===== config.mk =====
export PLATFORM = sky130hd
export DESIGN_NAME = joystick_event_qualifier
export DESIGN_NICKNAME = d
export VERILOG_FILES = /design/src/hdl/jeq_pkg.sv /design/src/hdl/jeq_classify.sv /design/src/hdl/joystick_event_qualifier.sv
export SDC_FILE = /design/constraint.sdc
export NUM_CORES = 1
export LEC_CHECK = 0
export ABC_AREA = 1
export BUFFER_PORTS_ARGS = -buffer_cell sky130_fd_sc_hd__clkbuf_2
export CAP_MARGIN = 25
export CORE_MARGIN = 2
export CORE_UTILIZATION = 45
export CTS_CLUSTER_DIAMETER = 100
export DETAILED_ROUTE_END_ITERATION = 10
export PLACE_DENSITY_LB_ADDON = 0.2
export SYNTH_ARGS = -nofsm -noshare
export SYNTH_HDL_FRONTEND = slang
export SYNTH_HIERARCHICAL = 1
export SYNTH_SLANG_ARGS = --single-unit

===== constraint.sdc =====
create_clock -name clk -period 6.8 [get_ports clk]
set_input_delay 1.02 -clock clk [delete_from_list [all_inputs] [get_ports clk]]
set_output_delay 1.02 -clock clk [all_outputs]
set_load 0.05 [all_outputs]

===== src/hdl/jeq_pkg.sv =====
// ----------------------------------------------------------------------------
// jeq_pkg
// Shared types and codes of the joystick event qualifier.
// ----------------------------------------------------------------------------
package jeq_pkg;

    localparam int CENTER_W = 12;
    localparam int DEAD_W   = 11;
    localparam int HYST_W   = 10;
    localparam int MS_W     = 16;
    localparam int IDX_W    = 3;
    localparam int DATA_W   = 16;
    localparam int CODE_W   = 3;

    localparam logic [CENTER_W-1:0] CENTER_RST    = 12'd2048;
    localparam logic [DEAD_W-1:0]   DEAD_RST      = 11'd500;
    localparam logic [HYST_W-1:0]   HYST_RST      = 10'd150;
    localparam logic [MS_W-1:0]     LONG_RST      = 16'd1000;
    localparam logic [MS_W-1:0]     LOCKOUT_RST   = 16'd300;
    localparam logic [MS_W-1:0]     INIT_DLY_RST  = 16'd500;
    localparam logic [MS_W-1:0]     REPEAT_RST    = 16'd150;

    typedef enum logic [CODE_W-1:0] {
        DIR_NONE  = 3'd0,
        DIR_UP    = 3'd1,
        DIR_DOWN  = 3'd2,
        DIR_RIGHT = 3'd3,
        DIR_LEFT  = 3'd4
    } dir_t;

    localparam logic [CODE_W-1:0] EV_NONE  = 3'd0;
    localparam logic [CODE_W-1:0] EV_SHORT = 3'd3;
    localparam logic [CODE_W-1:0] EV_LONG  = 3'd5;

    typedef enum logic [1:0] {
        OP_SAMPLE = 2'd0,
        OP_LOCK   = 2'd1,
        OP_TAKE   = 2'd2,
        OP_NOP    = 2'd3
    } op_t;

    localparam logic [IDX_W-1:0] REG_CENTER    = 3'd0;
    localparam logic [IDX_W-1:0] REG_DEAD      = 3'd1;
    localparam logic [IDX_W-1:0] REG_HYST      = 3'd2;
    localparam logic [IDX_W-1:0] REG_LONG      = 3'd3;
    localparam logic [IDX_W-1:0] REG_LOCKOUT   = 3'd4;
    localparam logic [IDX_W-1:0] REG_INIT_DLY  = 3'd5;
    localparam logic [IDX_W-1:0] REG_REPEAT    = 3'd6;
    localparam logic [IDX_W-1:0] REG_BTN_IGN   = 3'd7;

    typedef struct packed {
        logic [CENTER_W-1:0] center;
        logic [DEAD_W-1:0]   dead;
        logic [HYST_W-1:0]   hyst;
    } zone_cfg_t;

endpackage


===== src/hdl/jeq_classify.sv =====
// ----------------------------------------------------------------------------
// jeq_classify
// Picks the dominant axis and applies dead zone and hysteresis thresholds.
// ----------------------------------------------------------------------------
module jeq_classify #(
    parameter int SAMPLE_BITS = 12
) (
    input  logic [SAMPLE_BITS-1:0] x_sample,
    input  logic [SAMPLE_BITS-1:0] y_sample,
    input  jeq_pkg::zone_cfg_t     zone,
    input  jeq_pkg::dir_t          held,
    output jeq_pkg::dir_t          dir
);

    localparam int CW = SAMPLE_BITS + 6;

    logic signed [CW-1:0] xs;
    logic signed [CW-1:0] ys;
    logic signed [CW-1:0] c;
    logic signed [CW-1:0] dx;
    logic signed [CW-1:0] dy;
    logic signed [CW-1:0] hold_hi;
    logic signed [CW-1:0] hold_lo;
    logic signed [CW-1:0] enter_hi;
    logic signed [CW-1:0] enter_lo;
    logic signed [CW-1:0] hi;
    logic signed [CW-1:0] lo;

    always_comb
    begin
        xs       = $signed(CW'(x_sample));
        ys       = $signed(CW'(y_sample));
        c        = $signed(CW'(zone.center));
        dx       = (xs > c) ? xs - c : c - xs;
        dy       = (ys > c) ? ys - c : c - ys;
        hold_hi  = c + $signed(CW'(zone.dead));
        hold_lo  = c - $signed(CW'(zone.dead));
        enter_hi = hold_hi + $signed(CW'(zone.hyst));
        enter_lo = hold_lo - $signed(CW'(zone.hyst));
        dir      = jeq_pkg::DIR_NONE;
        if (dx > dy)
        begin
            hi = (held == jeq_pkg::DIR_RIGHT) ? hold_hi : enter_hi;
            lo = (held == jeq_pkg::DIR_LEFT)  ? hold_lo : enter_lo;
            if (xs > hi)
                dir = jeq_pkg::DIR_RIGHT;
            else if (xs < lo)
                dir = jeq_pkg::DIR_LEFT;
        end
        else
        begin
            lo = (held == jeq_pkg::DIR_UP)   ? hold_lo : enter_lo;
            hi = (held == jeq_pkg::DIR_DOWN) ? hold_hi : enter_hi;
            if (ys < lo)
                dir = jeq_pkg::DIR_UP;
            else if (ys > hi)
                dir = jeq_pkg::DIR_DOWN;
        end
    end

endmodule


===== src/hdl/joystick_event_qualifier.sv =====
// ----------------------------------------------------------------------------
// joystick_event_qualifier
// Turns joystick axis samples and a button level into menu events. One word
// is accepted per clock unless the input stalls: it is captured in an input
// register and processed from there, where the state updates and a take word
// loads the result register. The only source of input stall is a take word
// waiting in the input register while the result register still holds an
// untaken word; a sample or lock word never stalls by itself but waits behind
// such a take. All timing compares wrap modulo 2^TIME_BITS.
// ----------------------------------------------------------------------------
module joystick_event_qualifier #(
    parameter int SAMPLE_BITS = 12,
    parameter int TIME_BITS   = 32
) (
    input  logic                       clk,
    input  logic                       rst_n,

    input  logic                       sample_valid,
    output logic                       sample_stall,
    input  logic [1:0]                 operation,
    input  logic [SAMPLE_BITS-1:0]     x_sample,
    input  logic [SAMPLE_BITS-1:0]     y_sample,
    input  logic                       button_level,
    input  logic [TIME_BITS-1:0]       time_ms,

    output logic                       event_valid,
    input  logic                       event_stall,
    output logic [jeq_pkg::CODE_W-1:0] event_code,
    output logic                       from_axis,

    input  logic                       cfg_valid,
    output logic                       cfg_ready,
    input  logic [jeq_pkg::IDX_W-1:0]  cfg_index,
    input  logic [jeq_pkg::DATA_W-1:0] cfg_data
);

    // configuration
    logic [jeq_pkg::CENTER_W-1:0] center_reg;
    logic [jeq_pkg::DEAD_W-1:0]   dead_reg;
    logic [jeq_pkg::HYST_W-1:0]   hyst_reg;
    logic [jeq_pkg::MS_W-1:0]     long_reg;
    logic [jeq_pkg::MS_W-1:0]     lockout_reg;
    logic [jeq_pkg::MS_W-1:0]     init_dly_reg;
    logic [jeq_pkg::MS_W-1:0]     repeat_reg;
    logic                         btn_ign_reg;

    // input stage
    logic                         item_vld_reg;
    jeq_pkg::op_t                 op_reg;
    logic [SAMPLE_BITS-1:0]       x_reg;
    logic [SAMPLE_BITS-1:0]       y_reg;
    logic                         btn_reg;
    logic [TIME_BITS-1:0]         time_reg;

    // event state
    jeq_pkg::dir_t                held_reg, held_next;
    logic [TIME_BITS-1:0]         dir_start_reg, dir_start_next;
    logic [TIME_BITS-1:0]         last_rep_reg, last_rep_next;
    logic                         first_done_reg, first_done_next;
    jeq_pkg::dir_t                last_os_dir_reg, last_os_dir_next;
    logic [TIME_BITS-1:0]         last_os_time_reg, last_os_time_next;
    logic                         lock_reg, lock_next;
    logic [jeq_pkg::CODE_W-1:0]   pend_axis_reg, pend_axis_next;
    logic                         btn_down_reg, btn_down_next;
    logic [TIME_BITS-1:0]         press_start_reg, press_start_next;
    logic                         long_fired_reg, long_fired_next;
    logic                         pend_long_reg, pend_long_next;
    logic                         pend_short_reg, pend_short_next;

    // result stage
    logic                         event_valid_reg;
    logic [jeq_pkg::CODE_W-1:0]   event_code_reg, event_code_next;
    logic                         from_axis_reg, from_axis_next;

    logic                         take_blocked;
    logic                         fire;
    logic                         pressed;
    logic                         repeatable;
    logic                         os_locked;
    jeq_pkg::zone_cfg_t           zone;
    jeq_pkg::dir_t                dir;

    assign zone = '{center: center_reg, dead: dead_reg, hyst: hyst_reg};

    jeq_classify #(
        .SAMPLE_BITS (SAMPLE_BITS)
    ) u_classify (
        .x_sample (x_reg),
        .y_sample (y_reg),
        .zone     (zone),
        .held     (held_reg),
        .dir      (dir)
    );

    assign take_blocked = item_vld_reg && (op_reg == jeq_pkg::OP_TAKE)
                          && event_valid_reg && event_stall;
    assign fire         = item_vld_reg && !take_blocked;
    assign sample_stall = take_blocked;
    assign cfg_ready    = 1'b1;
    assign event_valid  = event_valid_reg;
    assign event_code   = event_code_reg;
    assign from_axis    = from_axis_reg;

    assign pressed    = !btn_reg && !btn_ign_reg;
    assign repeatable = (dir == jeq_pkg::DIR_UP) || (dir == jeq_pkg::DIR_DOWN);
    assign os_locked  = !repeatable && (dir == last_os_dir_reg)
                        && ((time_reg - last_os_time_reg) < TIME_BITS'(lockout_reg));

    always_comb
    begin
        held_next         = held_reg;
        dir_start_next    = dir_start_reg;
        last_rep_next     = last_rep_reg;
        first_done_next   = first_done_reg;
        last_os_dir_next  = last_os_dir_reg;
        last_os_time_next = last_os_time_reg;
        lock_next         = lock_reg;
        pend_axis_next    = pend_axis_reg;
        btn_down_next     = btn_down_reg;
        press_start_next  = press_start_reg;
        long_fired_next   = long_fired_reg;
        pend_long_next    = pend_long_reg;
        pend_short_next   = pend_short_reg;
        event_code_next   = jeq_pkg::EV_NONE;
        from_axis_next    = 1'b0;

        case (op_reg)
            jeq_pkg::OP_SAMPLE:
            begin
                if (pressed && !btn_down_reg)
                begin
                    btn_down_next    = 1'b1;
                    press_start_next = time_reg;
                    long_fired_next  = 1'b0;
                end
                else if (pressed)
                begin
                    if (!long_fired_reg
                        && ((time_reg - press_start_reg) >= TIME_BITS'(long_reg)))
                    begin
                        long_fired_next = 1'b1;
                        pend_long_next  = 1'b1;
                    end
                end
                else if (btn_down_reg)
                begin
                    btn_down_next = 1'b0;
                    if (!long_fired_reg)
                        pend_short_next = 1'b1;
                end

                if (lock_reg)
                begin
                    if (dir == jeq_pkg::DIR_NONE)
                        lock_next = 1'b0;
                    held_next       = jeq_pkg::DIR_NONE;
                    first_done_next = 1'b0;
                end
                else if (dir != held_reg)
                begin
                    held_next       = dir;
                    dir_start_next  = time_reg;
                    last_rep_next   = time_reg;
                    first_done_next = 1'b0;
                    if (dir != jeq_pkg::DIR_NONE)
                    begin
                        if (!os_locked)
                        begin
                            pend_axis_next  = dir;
                            first_done_next = 1'b1;
                            if (!repeatable)
                            begin
                                last_os_dir_next  = dir;
                                last_os_time_next = time_reg;
                            end
                        end
                    end
                    else
                    begin
                        last_os_dir_next = jeq_pkg::DIR_NONE;
                    end
                end
                else if ((dir != jeq_pkg::DIR_NONE) && first_done_reg && repeatable)
                begin
                    if (((time_reg - dir_start_reg) >= TIME_BITS'(init_dly_reg))
                        && ((time_reg - last_rep_reg) >= TIME_BITS'(repeat_reg)))
                    begin
                        last_rep_next  = time_reg;
                        pend_axis_next = dir;
                    end
                end
            end
            jeq_pkg::OP_LOCK:
            begin
                lock_next       = 1'b1;
                pend_axis_next  = jeq_pkg::EV_NONE;
                held_next       = jeq_pkg::DIR_NONE;
                first_done_next = 1'b0;
            end
            jeq_pkg::OP_TAKE:
            begin
                if (pend_long_reg)
                begin
                    pend_long_next  = 1'b0;
                    event_code_next = jeq_pkg::EV_LONG;
                end
                else if (pend_short_reg)
                begin
                    pend_short_next = 1'b0;
                    event_code_next = jeq_pkg::EV_SHORT;
                end
                else if (pend_axis_reg != jeq_pkg::EV_NONE)
                begin
                    event_code_next = pend_axis_reg;
                    from_axis_next  = 1'b1;
                    pend_axis_next  = jeq_pkg::EV_NONE;
                end
            end
            default:
            begin
            end
        endcase
    end

    always_ff @(posedge clk or negedge rst_n)
    begin
        if (!rst_n)
        begin
            center_reg   <= jeq_pkg::CENTER_RST;
            dead_reg     <= jeq_pkg::DEAD_RST;
            hyst_reg     <= jeq_pkg::HYST_RST;
            long_reg     <= jeq_pkg::LONG_RST;
            lockout_reg  <= jeq_pkg::LOCKOUT_RST;
            init_dly_reg <= jeq_pkg::INIT_DLY_RST;
            repeat_reg   <= jeq_pkg::REPEAT_RST;
            btn_ign_reg  <= 1'b0;
        end
        else if (cfg_valid && cfg_ready)
        begin
            case (cfg_index)
                jeq_pkg::REG_CENTER:   center_reg   <= cfg_data[jeq_pkg::CENTER_W-1:0];
                jeq_pkg::REG_DEAD:     dead_reg     <= cfg_data[jeq_pkg::DEAD_W-1:0];
                jeq_pkg::REG_HYST:     hyst_reg     <= cfg_data[jeq_pkg::HYST_W-1:0];
                jeq_pkg::REG_LONG:     long_reg     <= cfg_data;
                jeq_pkg::REG_LOCKOUT:  lockout_reg  <= cfg_data;
                jeq_pkg::REG_INIT_DLY: init_dly_reg <= cfg_data;
                jeq_pkg::REG_REPEAT:   repeat_reg   <= cfg_data;
                jeq_pkg::REG_BTN_IGN:  btn_ign_reg  <= cfg_data[0];
                default:
                begin
                end
            endcase
        end
    end

    always_ff @(posedge clk or negedge rst_n)
    begin
        if (!rst_n)
            item_vld_reg <= 1'b0;
        else if (!sample_stall)
            item_vld_reg <= sample_valid;
    end

    always_ff @(posedge clk)
    begin
        if (!sample_stall && sample_valid)
        begin
            op_reg   <= jeq_pkg::op_t'(operation);
            x_reg    <= x_sample;
            y_reg    <= y_sample;
            btn_reg  <= button_level;
            time_reg <= time_ms;
        end
    end

    always_ff @(posedge clk or negedge rst_n)
    begin
        if (!rst_n)
        begin
            held_reg         <= jeq_pkg::DIR_NONE;
            dir_start_reg    <= '0;
            last_rep_reg     <= '0;
            first_done_reg   <= 1'b0;
            last_os_dir_reg  <= jeq_pkg::DIR_NONE;
            last_os_time_reg <= '0;
            lock_reg         <= 1'b0;
            pend_axis_reg    <= jeq_pkg::EV_NONE;
            btn_down_reg     <= 1'b0;
            press_start_reg  <= '0;
            long_fired_reg   <= 1'b0;
            pend_long_reg    <= 1'b0;
            pend_short_reg   <= 1'b0;
        end
        else if (fire)
        begin
            held_reg         <= held_next;
            dir_start_reg    <= dir_start_next;
            last_rep_reg     <= last_rep_next;
            first_done_reg   <= first_done_next;
            last_os_dir_reg  <= last_os_dir_next;
            last_os_time_reg <= last_os_time_next;
            lock_reg         <= lock_next;
            pend_axis_reg    <= pend_axis_next;
            btn_down_reg     <= btn_down_next;
            press_start_reg  <= press_start_next;
            long_fired_reg   <= long_fired_next;
            pend_long_reg    <= pend_long_next;
            pend_short_reg   <= pend_short_next;
        end
    end

    always_ff @(posedge clk or negedge rst_n)
    begin
        if (!rst_n)
            event_valid_reg <= 1'b0;
        else if (fire && (op_reg == jeq_pkg::OP_TAKE))
            event_valid_reg <= 1'b1;
        else if (!event_stall)
            event_valid_reg <= 1'b0;
    end

    always_ff @(posedge clk)
    begin
        if (fire && (op_reg == jeq_pkg::OP_TAKE))
        begin
            event_code_reg <= event_code_next;
            from_axis_reg  <= from_axis_next;
        end
    end

    // assertions
    a_take_gives_word: assert property (@(posedge clk) disable iff (!rst_n)
        (fire && (op_reg == jeq_pkg::OP_TAKE)) |=> event_valid)
        else $error("take word produced no result");

    a_axis_code: assert property (@(posedge clk) disable iff (!rst_n)
        (event_valid && from_axis) |->
            ((event_code == jeq_pkg::DIR_UP) || (event_code == jeq_pkg::DIR_DOWN)
             || (event_code == jeq_pkg::DIR_RIGHT) || (event_code == jeq_pkg::DIR_LEFT)))
        else $error("axis result carries a non-direction code");

    a_lock_no_dir: assert property (@(posedge clk) disable iff (!rst_n)
        lock_reg |-> (held_reg == jeq_pkg::DIR_NONE))
        else $error("direction held while center lock active");

    a_stall_only_take: assert property (@(posedge clk) disable iff (!rst_n)
        sample_stall |-> (item_vld_reg && (op_reg == jeq_pkg::OP_TAKE)))
        else $error("input stalled without a waiting take word");

endmodule


==> results.py <==
metrics = {
    "run_status": {
        "outcome": "complete, no violations",
    },
    "die": {
        "die-height_um": 259.0,
        "initial_core_util_pct": 45.46,
        "ios": 90,
        "rows": 93,
        "coreArea_mm2": 0.06435,
        "chipWidth_um": 259.0,
        "die_area_mm2": 0.06706,
    },
    "logic_synthesis": {
        "ys_ff_latch": 306,
        "async_flop_share_pct": 79.41,
        "yosysUniqueCellTypes": 59,
        "seq_area_frac_synth_pct": 27.39,
        "netlist_area_mm2": 0.02925,
        "postSynthCellCount": 4339,
        "synth-edff-count": 63,
        "yosysWarningCount": 6,
        "avgSynthCellArea_um2": 6.741,
        "synth_flop_cell": "dfrtp_1",
        "syn_nets": 4774,
    },
    "worst_setup_path": {
        "critPathKind": "register to register",
        "critPathArrivalTime_ps": 6800,
        "slowest_delay_ps": 540,
        "ff2ff_path_depth": 37,
        "startpoint_type": "register",
        "worst-r2r-setup-slack_ps": 450,
        "slowest_stage": "dfstp_2",
        "endpoint_kind": "register",
        "required_ps": 7250,
        "critPathMaxFanout": 7,
        "crit_top_cell": "nand2_1",
    },
    "cts": {
        "cts_buffer_depth": 3,
        "cts-root-buf": "clkbuf_16",
        "cts_buffers": 39,
        "clock-sinks": 306,
        "clk_pin_slew_ps": 60,
        "clkLatencyLatePin_ps": 580,
        "htree_levels": 2,
        "cts_tree": "built",
    },
    "detailed_routing": {
        "dr.pass1.iters": 6,
        "drc": 0,
        "postRouteAntennaNets": 0,
        "initialDrtViolationCount": 2072,
        "via_count": 26750,
        "drt-vias-per-instance": 5.045,
        "wl_per_cell_um": 16.85,
        "wl_um": 89370,
    },
    "place": {
        "gp_congestion": 0.9532,
        "port_buffers": 88,
        "post-dp-hpwl_um": 73110,
        "dpl.cell_count": 5227,
    },
    "global_route": {
        "grt_max_degree": 154,
        "antenna_found_initial": 2,
        "track_usage_pct": 26.63,
        "grt_pass1_wl_um": 139900,
        "grt_pass1_vias": 25370,
        "globalRouteOverflowTotal": 0,
    },
    "power": {
        "pwr-share-clk_pct": 14.7,
        "sequentialPowerShare_pct": 18.6,
        "vdd_drop_max_mv": 0.3017,
        "power_leakage_nw": 17.33,
        "pwr-share-comb_pct": 66.8,
        "p_sw_share_pct": 51.13,
        "power.switching_w": 0.007464,
        "power.density_mw_per_mm2": 457.3,
        "p_int_w": 0.007135,
    },
    "cells_and_area": {
        "drive_above_1_share_pct": 8.138,
        "syn_to_final_growth_pct": 9.154,
        "postLayoutCoreUtil_pct": 49.62,
        "fin_nets": 4853,
        "fin_cells": 5303,
        "register_area_mm2": 0.008013,
        "fillers": 6614,
        "multi_input_area_mm2": 0.01785,
        "antenna_cells": 0,
    },
    "timing": {
        "drv_slew": 0,
        "hold_viol_final": 0,
        "setup_violations": 0,
        "fmax_mhz": 157.5,
        "period_needed_ps": 6349,
        "relSlewSlack_pct": 30.67,
        "tightestPinTransition_ps": 1037,
        "fin_worst_skew_ps": 28.16,
        "final.period_utilization_pct": 93.37,
        "setup_tns_ps": 0,
    },
    "min_path": {
        "min_path_type": "input port to asynchronous set/reset pin",
    },
    "run": {
        "max-cap-violations": 0,
    },
}
==> cell usage after synthesis (32+ instances only) <==
library cell,count,area share (%)
nand4_1,39,0.83
o21bai_1,32,0.82
nand2_1,1343,17
nor3_1,41,0.70
ha_1,340,15
xor2_1,109,3.3
nor2_1,311,4.0
dfrtp_1,212,18
inv_1,781,10
nand3_1,174,3.0
o21ai_2,66,2.0
edfxtp_1,63,6.5
a21oi_1,213,3.6
clkbuf_1,39,0.50
o21ai_0,298,5.1
==> worst max-delay path, delay by kind of cell (launching register included) <==
kind	cells	cell delay [ps]
flops	1	540
buf+inv	5	450
xor+xnor	2	440
fa+ha+maj	3	1130
simple gates	17	1960
compound gates	10	1670
==> path summary, 6_finish.rpt <==
| path | startpoint | to |
|---|---|---|
| max | dead_reg[6] | last_os_time_reg[21] |
| min | rst_n | last_os_time_reg[22] |
| max reg2reg | dead_reg[6] | last_os_time_reg[21] |
| min reg2reg | last_rep_reg[13] | last_rep_reg[13] |
| max in group asynchronous | rst_n | center_reg[0] |
| min in group clk | last_rep_reg[13] | last_rep_reg[13] |
==> stage by stage <==
| stage | area [um2] | hold WS (ps) | power (W) | setup WS, ps |
|---|---|---|---|---|
| floorplan | 29250 | 450.3 | 0.009862 | 1383 |
| global placement | 30500 | 466.5 | 0.01220 | 310.9 |
| detailed placement | 30500 | 469.0 | 0.01229 | 245.9 |
| CTS | 31810 | 453.7 | 0.01451 | 176.9 |
| global route | 31930 | 490.3 | 0.01615 | -5.183 |
| finish | 31930 | 409.9 | 0.01460 | 450.5 |
==> per-layer routing <==
| metal | up-vias | GRT usage [%] | wire (um) |
|---|---|---|---|
| met2 | 588 | 46.51 | 42460 |
| met5 | - | 0 | 13 |
| met1 | 12140 | 33.65 | 39570 |
| met3 | 151 | 3.456 | 3831 |
| li1 | 13880 | - | - |
| met4 | 2 | 9.457 | 3496 |
==> layout by cell type (no fill, tap or decap), types with 6 or more instances in the layout <==
master     count
inv_1        781
nor4_1         6
dfstp_2       31
clkinv_2       6
clkbuf_2      87
a21o_1        13
xnor2_1       21
nor3_1        41
clkbuf_1       7
inv_2         15
o21ai_1       15
dfrtp_1      211
o21bai_1      32
nand3_1      174
nand3b_1      23
fa_1          12
o21ai_2       66
nor2_4         9
buf_4         15
o21ai_0      296
nor2_1       308
and2_1         6
a211oi_1       8
ha_1         337
a21oi_2       13
a21oi_1      212
xor2_1       108
nand4_1       39
nand2_1     1342
nor2_2        10
nand2_2       20
edfxtp_1      63
clkbuf_16     42
==> power groups by stage <==
stage | sequential (W) | combinational (W) | clock (W)
floorplan | 0.00262 | 0.00724 | 0
global placement | 0.00273 | 0.00947 | 0
detailed placement | 0.00273 | 0.00955 | 0
CTS | 0.00271 | 0.00961 | 0.00218
global route | 0.00276 | 0.0111 | 0.00226
finish | 0.00271 | 0.00975 | 0.00214
==> final cells by class <==
type | count | share of cell area (%)
Timing Repair Buffer | 109 | 2.163
Inverter | 797 | 9.370
Multi-Input combinational cell | 3165 | 55.91
Sequential cell | 306 | 25.10
Clock buffer | 52 | 3.503
Clock inverter | 19 | 0.6074
Tap cell | 855 | 3.351
==> kinds of logic after synthesis <==
group	share of synthesized area, %
compound gates	13.48
xor+xnor	3.948
fa+ha+maj	15.36
buf+inv	11.81
flops	27.39
other cells	0.01282
simple gates	27.99
==> timing repair <==
item / CTS / global route
endpoints found under the hold margin: 0 / 0
buffers inserted: 0 / 2
setup endpoints to repair: 0 / 39
gates resized for setup: 0 / 11
hold buffers: 0 / 0
Note: power is estimated with default switching activity, not from simulation.
